$ cat config.mk
export PLATFORM = sky130hd
export DESIGN_NAME = software_timer_slot_table
export DESIGN_NICKNAME = d
export VERILOG_FILES = /design/src/hw/rtl/stst_pkg.sv /design/src/hw/rtl/stst_ram.sv /design/src/hw/rtl/stst_engine.sv /design/src/hw/rtl/stst_out_buf.sv /design/src/hw/rtl/software_timer_slot_table.sv
export SDC_FILE = /design/constraint.sdc
export NUM_CORES = 2
export LEC_CHECK = 0
export ABC_AREA = 1
export BUFFER_PORTS_ARGS = -buffer_cell sky130_fd_sc_hd__buf_2
export CAP_MARGIN = 30
export CORE_AREA = 2 2 410 209
export DETAILED_ROUTE_END_ITERATION = 12
export DIE_AREA = 0 0 412 211
export GPL_ROUTABILITY_DRIVEN = 0
export MAX_ROUTING_LAYER = met4
export PLACE_DENSITY = 0.8
export SYNTH_ARGS = -nofsm -noshare
export SYNTH_HDL_FRONTEND = slang
export SYNTH_HIERARCHICAL = 1
export SYNTH_SLANG_ARGS = --single-unit
$ cat constraint.sdc
create_clock -name aclk -period 6.2 [get_ports aclk]
set_input_delay 0.31 -clock aclk [delete_from_list [all_inputs] [get_ports aclk]]
set_output_delay 0.31 -clock aclk [all_outputs]
set_load 0.005 [all_outputs]
$ cat src/hw/rtl/stst_pkg.sv
`timescale 1ns / 1ps
// ----------------------------------------------------------------------------
// stst_pkg
// Shared types, codes and widths of the timer slot table.
// ----------------------------------------------------------------------------
package stst_pkg;

    localparam int SLOT_COUNT_DEFAULT = 16;

    localparam int DELAY_W  = 32;
    localparam int HANDLE_W = 16;
    localparam int SLOT_W   = 4;
    localparam int KIND_W   = 2;

    // One stored entry: ticks left, handler handle, argument handle
    localparam int ENTRY_W = DELAY_W + 2 * HANDLE_W;

    // Input tdata: delay, handler_id, argument_id (lowest first)
    localparam int S_TDATA_W = ENTRY_W;
    // Output tdata: slot, handler_id_out, argument_id_out, schedule_request,
    // padded to whole bytes
    localparam int M_FIELDS_W = SLOT_W + 2 * HANDLE_W + 1;
    localparam int M_TDATA_W  = ((M_FIELDS_W + 7) / 8) * 8;

    // Input mode codes (tuser)
    localparam logic MODE_ADD  = 1'b0;
    localparam logic MODE_TICK = 1'b1;

    // Result kinds
    localparam logic [KIND_W-1:0] KIND_ACCEPTED  = 2'd0;
    localparam logic [KIND_W-1:0] KIND_DROPPED   = 2'd1;
    localparam logic [KIND_W-1:0] KIND_EXPIRED   = 2'd2;
    localparam logic [KIND_W-1:0] KIND_TICK_DONE = 2'd3;

    typedef struct packed {
        logic [KIND_W-1:0]   kind;
        logic [SLOT_W-1:0]   slot;
        logic [HANDLE_W-1:0] handler;
        logic [HANDLE_W-1:0] argument;
        logic                sched;
        logic                last;
    } result_t;

    typedef enum logic [1:0] {
        ST_IDLE,
        ST_WALK,
        ST_DONE
    } state_t;

endpackage

$ cat src/hw/rtl/stst_ram.sv
`timescale 1ns / 1ps
// ----------------------------------------------------------------------------
// stst_ram
// Simple dual-port RAM, one write and one read port, registered read data.
// ----------------------------------------------------------------------------
module stst_ram #(
    parameter int WIDTH = 8,
    parameter int DEPTH = 16,
    localparam int ADDR_W = (DEPTH > 1) ? $clog2(DEPTH) : 1
) (
    input  logic              aclk,
    input  logic              wr_en,
    input  logic [ADDR_W-1:0] wr_addr,
    input  logic [WIDTH-1:0]  wr_data,
    input  logic [ADDR_W-1:0] rd_addr,
    output logic [WIDTH-1:0]  rd_data
);

    logic [WIDTH-1:0] mem [0:DEPTH-1];

    always_ff @(posedge aclk) begin
        if (wr_en) begin
            mem[wr_addr] <= wr_data;
        end
        rd_data <= mem[rd_addr];
    end

endmodule

$ cat src/hw/rtl/stst_engine.sv
`timescale 1ns / 1ps
// ----------------------------------------------------------------------------
// stst_engine
// Slot table sequencer: busy bits, entry RAM, add and tick walk.
// ----------------------------------------------------------------------------
module stst_engine #(
    parameter int SLOT_COUNT = stst_pkg::SLOT_COUNT_DEFAULT
) (
    input  logic                            aclk,
    input  logic                            aresetn,
    input  logic                            sched_on,
    input  logic                            in_valid,
    output logic                            in_ready,
    input  logic                            in_mode,
    input  logic [stst_pkg::S_TDATA_W-1:0]  in_data,
    output logic                            res_valid,
    input  logic                            res_ready,
    output stst_pkg::result_t               res
);

    localparam int IDX_W = (SLOT_COUNT > 1) ? $clog2(SLOT_COUNT) : 1;
    localparam logic [IDX_W-1:0] IDX_LAST = IDX_W'(SLOT_COUNT - 1);

    stst_pkg::state_t state_reg, state_next;
    logic [IDX_W-1:0]      idx_reg, idx_next;
    logic [SLOT_COUNT-1:0] busy_reg, busy_next;

    logic                          wr_en;
    logic [IDX_W-1:0]              wr_addr;
    logic [stst_pkg::ENTRY_W-1:0]  wr_data;
    logic [IDX_W-1:0]              rd_addr;
    logic [stst_pkg::ENTRY_W-1:0]  rd_data;

    logic [stst_pkg::DELAY_W-1:0]  rd_ticks;
    logic [stst_pkg::HANDLE_W-1:0] rd_handler;
    logic [stst_pkg::HANDLE_W-1:0] rd_argument;

    logic             free_found;
    logic [IDX_W-1:0] free_idx;
    logic             accept;
    logic             cur_busy;
    logic             expire;
    logic             advance;

    assign {rd_argument, rd_handler, rd_ticks} = rd_data;

    // Lowest free slot
    always_comb begin
        free_found = 1'b0;
        free_idx   = '0;
        for (int i = SLOT_COUNT - 1; i >= 0; i--) begin
            if (!busy_reg[i]) begin
                free_found = 1'b1;
                free_idx   = IDX_W'(i);
            end
        end
    end

    assign accept   = in_valid && in_ready;
    assign cur_busy = busy_reg[idx_reg];
    // Zero and one both expire
    assign expire   = (state_reg == stst_pkg::ST_WALK) && cur_busy
                      && (rd_ticks[stst_pkg::DELAY_W-1:1] == '0);
    assign advance  = !expire || res_ready;

    // Next state
    always_comb begin
        state_next = state_reg;
        unique case (state_reg)
            stst_pkg::ST_IDLE: begin
                if (accept && in_mode == stst_pkg::MODE_TICK) begin
                    state_next = stst_pkg::ST_WALK;
                end
            end
            stst_pkg::ST_WALK: begin
                if (advance && idx_reg == IDX_LAST) begin
                    state_next = stst_pkg::ST_DONE;
                end
            end
            stst_pkg::ST_DONE: begin
                if (res_ready) begin
                    state_next = stst_pkg::ST_IDLE;
                end
            end
            default: state_next = stst_pkg::ST_IDLE;
        endcase
    end

    // Outputs and RAM control
    always_comb begin
        in_ready  = 1'b0;
        res_valid = 1'b0;
        res       = '0;
        wr_en     = 1'b0;
        wr_addr   = idx_reg;
        wr_data   = {rd_argument, rd_handler, rd_ticks - stst_pkg::DELAY_W'(1)};
        rd_addr   = '0;
        unique case (state_reg)
            stst_pkg::ST_IDLE: begin
                in_ready = res_ready;
                if (in_valid && in_mode == stst_pkg::MODE_ADD) begin
                    res_valid = 1'b1;
                    res.last  = 1'b1;
                    if (free_found) begin
                        res.kind = stst_pkg::KIND_ACCEPTED;
                        res.slot = stst_pkg::SLOT_W'(free_idx);
                    end else begin
                        res.kind = stst_pkg::KIND_DROPPED;
                    end
                end
                wr_en   = accept && in_mode == stst_pkg::MODE_ADD && free_found;
                wr_addr = free_idx;
                wr_data = in_data;
            end
            stst_pkg::ST_WALK: begin
                res_valid    = expire;
                res.kind     = stst_pkg::KIND_EXPIRED;
                res.slot     = stst_pkg::SLOT_W'(idx_reg);
                res.handler  = rd_handler;
                res.argument = rd_argument;
                // Write back the decremented count of a surviving slot
                wr_en   = advance && cur_busy && !expire;
                rd_addr = advance ? idx_reg + IDX_W'(1) : idx_reg;
            end
            stst_pkg::ST_DONE: begin
                res_valid = 1'b1;
                res.kind  = stst_pkg::KIND_TICK_DONE;
                res.sched = sched_on;
                res.last  = 1'b1;
            end
            default: begin
                res_valid = 1'b0;
            end
        endcase
    end

    // Busy bits and walk index
    always_comb begin
        busy_next = busy_reg;
        idx_next  = idx_reg;
        if (state_reg == stst_pkg::ST_IDLE) begin
            idx_next = '0;
            if (accept && in_mode == stst_pkg::MODE_ADD && free_found) begin
                busy_next[free_idx] = 1'b1;
            end
        end else if (state_reg == stst_pkg::ST_WALK && advance) begin
            idx_next = idx_reg + IDX_W'(1);
            if (expire) begin
                busy_next[idx_reg] = 1'b0;
            end
        end
    end

    always_ff @(posedge aclk) begin
        if (!aresetn) begin
            state_reg <= stst_pkg::ST_IDLE;
            idx_reg   <= '0;
            busy_reg  <= '0;
        end else begin
            state_reg <= state_next;
            idx_reg   <= idx_next;
            busy_reg  <= busy_next;
        end
    end

    stst_ram #(
        .WIDTH (stst_pkg::ENTRY_W),
        .DEPTH (SLOT_COUNT)
    ) u_ram (
        .aclk    (aclk),
        .wr_en   (wr_en),
        .wr_addr (wr_addr),
        .wr_data (wr_data),
        .rd_addr (rd_addr),
        .rd_data (rd_data)
    );

endmodule

$ cat src/hw/rtl/stst_out_buf.sv
`timescale 1ns / 1ps
// ----------------------------------------------------------------------------
// stst_out_buf
// Two-entry result queue between the sequencer and the master port.
// ----------------------------------------------------------------------------
module stst_out_buf (
    input  logic              aclk,
    input  logic              aresetn,
    input  logic              in_valid,
    output logic              in_ready,
    input  stst_pkg::result_t in_res,
    output logic              out_valid,
    input  logic              out_ready,
    output stst_pkg::result_t out_res
);

    stst_pkg::result_t entry_reg [0:1];
    logic       wr_ptr_reg, wr_ptr_next;
    logic       rd_ptr_reg, rd_ptr_next;
    logic [1:0] count_reg, count_next;
    logic       push, pop;

    assign in_ready  = (count_reg != 2'd2);
    assign out_valid = (count_reg != 2'd0);
    assign out_res   = entry_reg[rd_ptr_reg];
    assign push      = in_valid && in_ready;
    assign pop       = out_valid && out_ready;

    always_comb begin
        wr_ptr_next = push ? !wr_ptr_reg : wr_ptr_reg;
        rd_ptr_next = pop ? !rd_ptr_reg : rd_ptr_reg;
        count_next  = count_reg + {1'b0, push} - {1'b0, pop};
    end

    always_ff @(posedge aclk) begin
        if (push) begin
            entry_reg[wr_ptr_reg] <= in_res;
        end
    end

    always_ff @(posedge aclk) begin
        if (!aresetn) begin
            wr_ptr_reg <= 1'b0;
            rd_ptr_reg <= 1'b0;
            count_reg  <= 2'd0;
        end else begin
            wr_ptr_reg <= wr_ptr_next;
            rd_ptr_reg <= rd_ptr_next;
            count_reg  <= count_next;
        end
    end

endmodule

$ cat src/hw/rtl/software_timer_slot_table.sv
`timescale 1ns / 1ps
// ----------------------------------------------------------------------------
// software_timer_slot_table
// Fixed table of timer slots with add and tick-walk handling.
// ----------------------------------------------------------------------------
// Results: a result reaches m_tvalid in the cycle after it enters the
//   result queue; an add answers in the cycle after its beat is accepted.
// Throughput: adds go back to back while the result queue has room; a tick
//   walks the RAM one entry per cycle (read-modify-write), then sends the
//   tick-done beat, holding while the result queue cannot take an expiry.
// Reset: synchronous, active low; all slots free, scheduling flag cleared,
//   result queue empty. No clearing pass is needed.
//
// The entry RAM holds ticks left, handler and argument per slot. Busy bits
// live in flip-flops so that an add finds the lowest free slot at once.
// A tick walks the RAM in ascending order: the read of slot i+1 is issued in
// the same cycle slot i is written back, so no entry is read while its own
// write is pending. An expiry that the queue cannot take holds the walk at
// its slot, re-reading the same unchanged entry.
module software_timer_slot_table #(
    parameter int SLOT_COUNT = stst_pkg::SLOT_COUNT_DEFAULT
) (
    input  logic                           aclk,
    input  logic                           aresetn,

    // Configuration write: scheduling_on
    input  logic                           cfg_valid,
    output logic                           cfg_ready,
    input  logic                           cfg_data,

    // Input beats
    input  logic                           s_tvalid,
    output logic                           s_tready,
    // [31:0] delay, [47:32] handler_id, [63:48] argument_id
    input  logic [stst_pkg::S_TDATA_W-1:0] s_tdata,
    // [0] mode
    input  logic                           s_tuser,

    // Result beats
    output logic                           m_tvalid,
    input  logic                           m_tready,
    // [3:0] slot, [19:4] handler_id_out, [35:20] argument_id_out,
    // [36] schedule_request, [39:37] zero
    output logic [stst_pkg::M_TDATA_W-1:0] m_tdata,
    // [1:0] kind
    output logic [stst_pkg::KIND_W-1:0]    m_tuser,
    output logic                           m_tlast
);

    logic sched_on_reg, sched_on_next;

    logic              eng_valid;
    logic              eng_ready;
    stst_pkg::result_t eng_res;
    stst_pkg::result_t out_res;

    // Configuration is always taken; keep only the flag bit
    assign cfg_ready = 1'b1;

    always_comb begin
        sched_on_next = sched_on_reg;
        if (cfg_valid && cfg_ready) begin
            sched_on_next = cfg_data;
        end
    end

    always_ff @(posedge aclk) begin
        if (!aresetn) begin
            sched_on_reg <= 1'b0;
        end else begin
            sched_on_reg <= sched_on_next;
        end
    end

    // Sequencer: busy bits, entry RAM, add and tick walk
    stst_engine #(
        .SLOT_COUNT (SLOT_COUNT)
    ) u_engine (
        .aclk      (aclk),
        .aresetn   (aresetn),
        .sched_on  (sched_on_reg),
        .in_valid  (s_tvalid),
        .in_ready  (s_tready),
        .in_mode   (s_tuser),
        .in_data   (s_tdata),
        .res_valid (eng_valid),
        .res_ready (eng_ready),
        .res       (eng_res)
    );

    // Result queue decouples the walk from master-side stalls
    stst_out_buf u_out_buf (
        .aclk      (aclk),
        .aresetn   (aresetn),
        .in_valid  (eng_valid),
        .in_ready  (eng_ready),
        .in_res    (eng_res),
        .out_valid (m_tvalid),
        .out_ready (m_tready),
        .out_res   (out_res)
    );

    // Pack the result beat
    assign m_tuser = out_res.kind;
    assign m_tlast = out_res.last;
    assign m_tdata = {
        (stst_pkg::M_TDATA_W - stst_pkg::M_FIELDS_W)'(0),
        out_res.sched,
        out_res.argument,
        out_res.handler,
        out_res.slot
    };

endmodule
Word-level counts from Yosys, hierarchy flattened:

Memory sizes are Yosys's and may differ from the RTL's. A register that Yosys moved wholly into a read port is not among the register bits.
Cells that the tools add are included.

* register bits: 27
* bits in latches: 0
* bits in writable memories: 1104
* bits in read-only memories: 0
* memories: 2

Memories
* u_engine.u_ram.mem: depth 16, bits a word 64, read ports 1, clocked after Yosys merged registers in 1, wr ports 1, line stst_ram.sv:19 `logic [WIDTH-1:0] mem [0:DEPTH-1];`
* u_out_buf.entry_reg: depth 2, bits a word 40, read ports 1, clocked after Yosys merged registers in 1, wr ports 1, line stst_out_buf.sv:17 `stst_pkg::result_t entry_reg [0:1];`

* add/subtract/negate cells: 4
* $mul: 0
* div/mod/pow operators: 0
* order comparisons: 4
* eq/ne operators: 8
* shift operators: 0
* mux-type cells: 68
* bitwise operators: 5
* reductions and logical operators: 27

Operator list (count)
* $mux W4: 20
* $mux W16: 4
* $mux W64: 1
* $mux W32: 1
* $sub A32 B1 Y32 const B: 1
* $logic_not A31 Y1: 1
* $mux W1: 29
* $and A16 B16 Y16: 1
* $not A16 Y16: 1
* $or A16 B16 Y16: 1
* $logic_and A1 B1 Y1: 15
* $pmux W2 S3: 2
* $lt A4 B5 Y1 const B: 2
* $demux W1 S4: 2
* $ge A4 B1 Y1 const B: 2
* $ne A2 B1 Y1 const B: 4
* $pmux W4 S2: 1
* $mux W2: 3
* $mux W6: 1
* $reduce_and A3 Y1: 2
* $reduce_bool A2 Y1: 3
* $add A4 B1 Y4 const B: 1
* $bmux W1 S4: 1
* $eq A4 B4 Y1 const B: 1
* 12 further kinds: 16

Longest topological paths before layout:

* word-level depth: 23
* mapped depth: 25

Hierarchy:

The synthesis kept the hierarchy.

Modules (own cells, without submodules)
* stst_ram: times used 1, cells an instance 4210, area each 45285.9 um2, seq. area each 32030.7 um2
* stst_engine: times used 1, cells an instance 710, area each 3565.9 um2, seq. area each 440.4 um2
* stst_out_buf: times used 1, cells an instance 160, area each 3133.0 um2, seq. area each 2502.4 um2
* software_timer_slot_table: times used 1, cells an instance 12, area each 78.8 um2, seq. area each 20.0 um2

Least setup slack after synthesis:

OpenSTA, ideal clock, no wires.

* kind: register to register
* from: register u_engine.state_reg[0]
* to: memory u_engine/u_ram/mem[14][0] (netlist bit), enable pin
* arrival: 4556 ps
* path slack: 1158 ps
* stages on the path, launching flop included: 11
* buffers on the path: 3
* cells stage by stage: dfxtp_1 inv_1 ha_1 clkbuf_1 inv_1 clkbuf_1 clkbuf_1 o21ai_0 inv_1 nand2_1 nor2_1

* elaborated cells between the ends (all ways): 16

RTL lines
* start: declaration: line stst_engine.sv:24 `stst_pkg::state_t state_reg, state_next;`
* start signal: assignment: line stst_engine.sv:156 `state_reg <= stst_pkg::ST_IDLE;`
* start signal: assignment: line stst_engine.sv:160 `state_reg <= state_next;`
* $logic_not A2 Y1: line stst_engine.sv:98 `unique case (state_reg)`
* $mux W4: line stst_engine.sv:98
* via u_engine.wr_addr[0]: line stst_engine.sv:29 `logic [IDX_W-1:0] wr_addr;`
* end: declaration: line stst_ram.sv:19

The timed path passes the listed nets, and every way through them passes these cells.

Final worst setup path:

* from: register u_engine.state_reg[1]
* to: register u_engine.u_ram.rd_data[37], read port of u_engine.u_ram.mem

* word-level cells in the longest chain between the ends: 7

RTL lines
* $eq A2 B1 Y1 *: line stst_engine.sv:62, stst_engine.sv:98
* $logic_and A1 B1 Y1: line stst_engine.sv:62 `assign expire = (state_reg == stst_pkg::ST_WALK) && cur_busy`
* $logic_and A1 B1 Y1: line stst_engine.sv:63 `&& (rd_ticks[stst_pkg::DELAY_W-1:1] == '0);`
* $logic_not A1 Y1: line stst_engine.sv:64 `assign advance = !expire || res_ready;`
* $logic_or A1 B1 Y1: line stst_engine.sv:64
* $mux W4: line stst_engine.sv:123 `rd_addr = advance ? idx_reg + IDX_W'(1) : idx_reg;`
* $mux W4 *: line stst_engine.sv:98
* via u_engine.rd_addr[0]: line stst_engine.sv:31 `logic [IDX_W-1:0] rd_addr;`
* end: declaration: line stst_ram.sv:16 `output logic [WIDTH-1:0] rd_data`

Mark *: on every way through the listed nets, which the timed path passes. The rest lies on a longest branch.
A chain may end at the register's enable or synchronous reset.

==> flow_metrics.py <==
metrics = {
    "floorplan": {
        "die-area_mm2": 0.0869,
        "coreArea_mm2": 0.0831,
        "die_w_um": 412,
        "start_util_pct": 62.6,
        "std_cell_rows": 75,
        "ios": 117,
        "die_y_um": 211,
    },
    "critical_path": {
        "ff2ff_setup_slack_ns": 1.49,
        "cp.required_ns": 6.78,
        "cp.arrival_ns": 5.30,
        "worstSetupStartpointType": "flop",
        "crit_type": "reg -> reg",
        "worstSetupEndpointType": "flop",
        "crit_fanout": 129,
    },
    "synthesis": {
        "synth_xor_area_share_pct": 0.286,
        "ys_seq_area_share_pct": 67.2,
        "synthMuxAreaShare_pct": 0.865,
        "synthCells": 5092,
        "syn_area_mm2": 0.0521,
        "synth_ff_type": "edfxtp_1",
        "synth_top_area_share_pct": 63.7,
        "synth_adder_area_share_pct": 0.240,
        "yosysWarnings": 6,
        "postSynth.asyncResetShare_pct": 0,
        "synth_compound_area_share_pct": 1.03,
        "synth_top_area_cell": "edfxtp_1",
        "synth-simple-area-share_pct": 20.9,
        "synth-edff-count": 1104,
        "synth.most_common_cell": "nand2_1",
        "synth_cell_types": 48,
        "ys_top_cells_by_area": "edfxtp_1, nand2_1, nand3_1",
        "synth_common_cells": "nand2_1, edfxtp_1, inv_1",
        "synth-seq-cells": 1196,
        "synth_top_family_by_area": "simple AND/OR/NAND/NOR gates",
        "postSynthAreaPerCell_um2": 10.2,
    },
    "timing": {
        "rsz0062_at_grt": "no",
        "tns_ns": 0,
        "skew_ns": 0.0295,
        "max_slew.worst_pin.slew_ns": 1.16,
        "hold_violations": 0,
        "fin_crit_ns": 4.71,
        "fin_crit_sh_pct": 76.0,
        "finalSetupViolations": 0,
        "worst_slew_margin_rel_pct": 22.5,
        "fmax_ghz": 0.212,
        "setup_slack_ns": 1.49,
        "final_max_slew_viol_count": 0,
    },
    "power_and_ir_drop": {
        "p_leak_nw": 24.0,
        "peakVddDrop_mv": 0.414,
        "cellPowerDensity_mw_per_mm2": 432,
    },
    "finish": {
        "area_delta_synth_final_pct": 8.89,
        "largest_reg_flops": 1024,
        "drive_gt1_share_pct": 8.31,
        "fillers": 5954,
        "fin_cells": 6350,
        "nNetsFinal": 5232,
    },
    "placed_design": {
        "port_buffers": 112,
        "place_inst": 6161,
        "place_ws_ns": 1.70,
        "hpwlAfterDp_mm": 67.7,
    },
    "route": {
        "drc_errors": 0,
        "wirelength_mm": 129,
        "ant_nets": 0,
        "drt_iter0_markers": 5530,
        "routedWlPerCell_um": 20.3,
        "drt_pre_antenna_iters": 7,
        "avgViaCountPerCell": 5.63,
        "via_count": 35800,
    },
    "grt": {
        "grt_use_total_pct": 30.8,
        "grt_first_pass_wirelength_mm": 197,
        "grt_pass1_vias": 34300,
        "antenna_found_initial": 1,
        "overflow": 0,
        "grt_max_degree": 235,
    },
    "cts": {
        "cts_resized": 0,
        "clkSlewWorstSetupHoldPaths_ns": 0.07,
        "clock_latency_ns": 0.70,
        "hold_buffers": 2,
        "clock-root-buffer": "clkbuf_16",
        "clock_path_buffers": 3,
        "cts_tree": "yes",
        "cts_setup_buffers": 0,
        "cts_sinks": 1196,
        "cts_buffers": 100,
        "cts_max_level": 3,
    },
    "hold_path": {
        "hp-class": "in -> reg",
    },
    "outcome": {
        "outcome": "finished, final reports clean",
    },
    "flow_run": {
        "maxCapViolCount": 0,
    },
}
[routing by layer]
| metal | vias to the layer above | GRT usage (%) | share of wire [%] |
|---|---|---|---|
| met1 | 16700 | 43.6 | 40 |
| li1 | 16500 | - | - |
| met5 | - | - | 0 |
| met4 | 0 | 9.64 | 2.9 |
| met3 | 270 | 4.80 | 11 |
| met2 | 2208 | 46.6 | 45 |
[per-stage QoR]
step           util (%)  total power [W]  hold WS (ns)  area (um^2)
2_1_floorplan         -           0.0165         0.403        52100
4_1_cts            68.2           0.0244       0.00134        56700
5_1_grt            68.2           0.0257        0.0159        56700
6_report           68.2           0.0245        0.0362        56700
3_5_place_dp       64.4           0.0183         0.507        53600
3_3_place_gp       64.2           0.0181         0.480        53400
[path summary, 6_finish.rpt]
kind	from	to	cells past startpoint
worst max register to register	u_engine/state_reg[1]$_SDFFE_PN0P_	u_engine/u_ram/rd_data[37]$_DFF_P_	18
worst min-delay path	aresetn	u_engine/busy_reg[13]$_SDFFE_PN0P_	3
worst min register to register	u_out_buf/rd_ptr_reg$_SDFFE_PN0P_	u_out_buf/rd_ptr_reg$_SDFFE_PN0P_	2
worst max-delay path	u_engine/state_reg[1]$_SDFFE_PN0P_	u_engine/u_ram/rd_data[37]$_DFF_P_	18
[cell usage in the layout (no fill, tap or decap), types with 19 or more instances in the layout]
| cell type | count |
|---|---|
| edfxtp_1 | 1104 |
| clkinv_2 | 20 |
| nand2_1 | 1656 |
| clkinv_1 | 19 |
| nor2_4 | 19 |
| nor2_1 | 69 |
| nand3_1 | 797 |
| buf_4 | 68 |
| o21ai_0 | 35 |
| clkbuf_16 | 102 |
| inv_1 | 879 |
| buf_2 | 112 |
| clkbuf_1 | 32 |
| a21oi_1 | 29 |
| mux2_2 | 40 |
| dfxtp_1 | 91 |
[power breakdown]
part	total [W]	leakage (nW)	switching [W]	internal [W]
registers	0.0111	10.7	0.000374	0.0108
clock network	0.00612	1.51	0.00285	0.00327
logic	0.00724	11.8	0.00533	0.00190
total	0.0245	24.0	0.00855	0.0159
[kinds of logic after synthesis]
kind of cell	after synthesis
XOR/XNOR	17
multiplexers	40
adder cells (fa/ha/maj)	10
buffers and inverters	1138
other	2
flip-flops	1196
AO/OA/AOI/OAI	98
AND/OR/NAND/NOR	2591
[critical path, stage by stage (launching register included)]
cell and delay [ns]:
dfxtp_1 0.35, inv_1 0.17, ha_2 0.84, nand3_1 0.27, nor3_4 0.25, inv_1 0.10, nor2_1 0.10, inv_1 0.20
nand2_2 0.19, inv_1 0.11, nor2_1 0.22, a21oi_4 0.17, inv_16 0.39, buf_12 0.44, nand2_1 0.13, nand3_1 0.12
nand3_1 0.11, nand3_1 0.13, nand2_1 0.07
[final cells by class]
type	instances	area (um^2)	area share (%)
Antenna cell	1	2.50	0.00441
Clock buffer	140	2760	4.86
Clock inverter	44	332	0.585
Inverter	894	3390	5.98
Multi-Input combinational cell	2760	12400	21.8
Sequential cell	1196	35000	61.7
Tap cell	1116	1400	2.46
Timing Repair Buffer	199	1450	2.55
No activity file was read; power rests on OpenSTA's default activity.
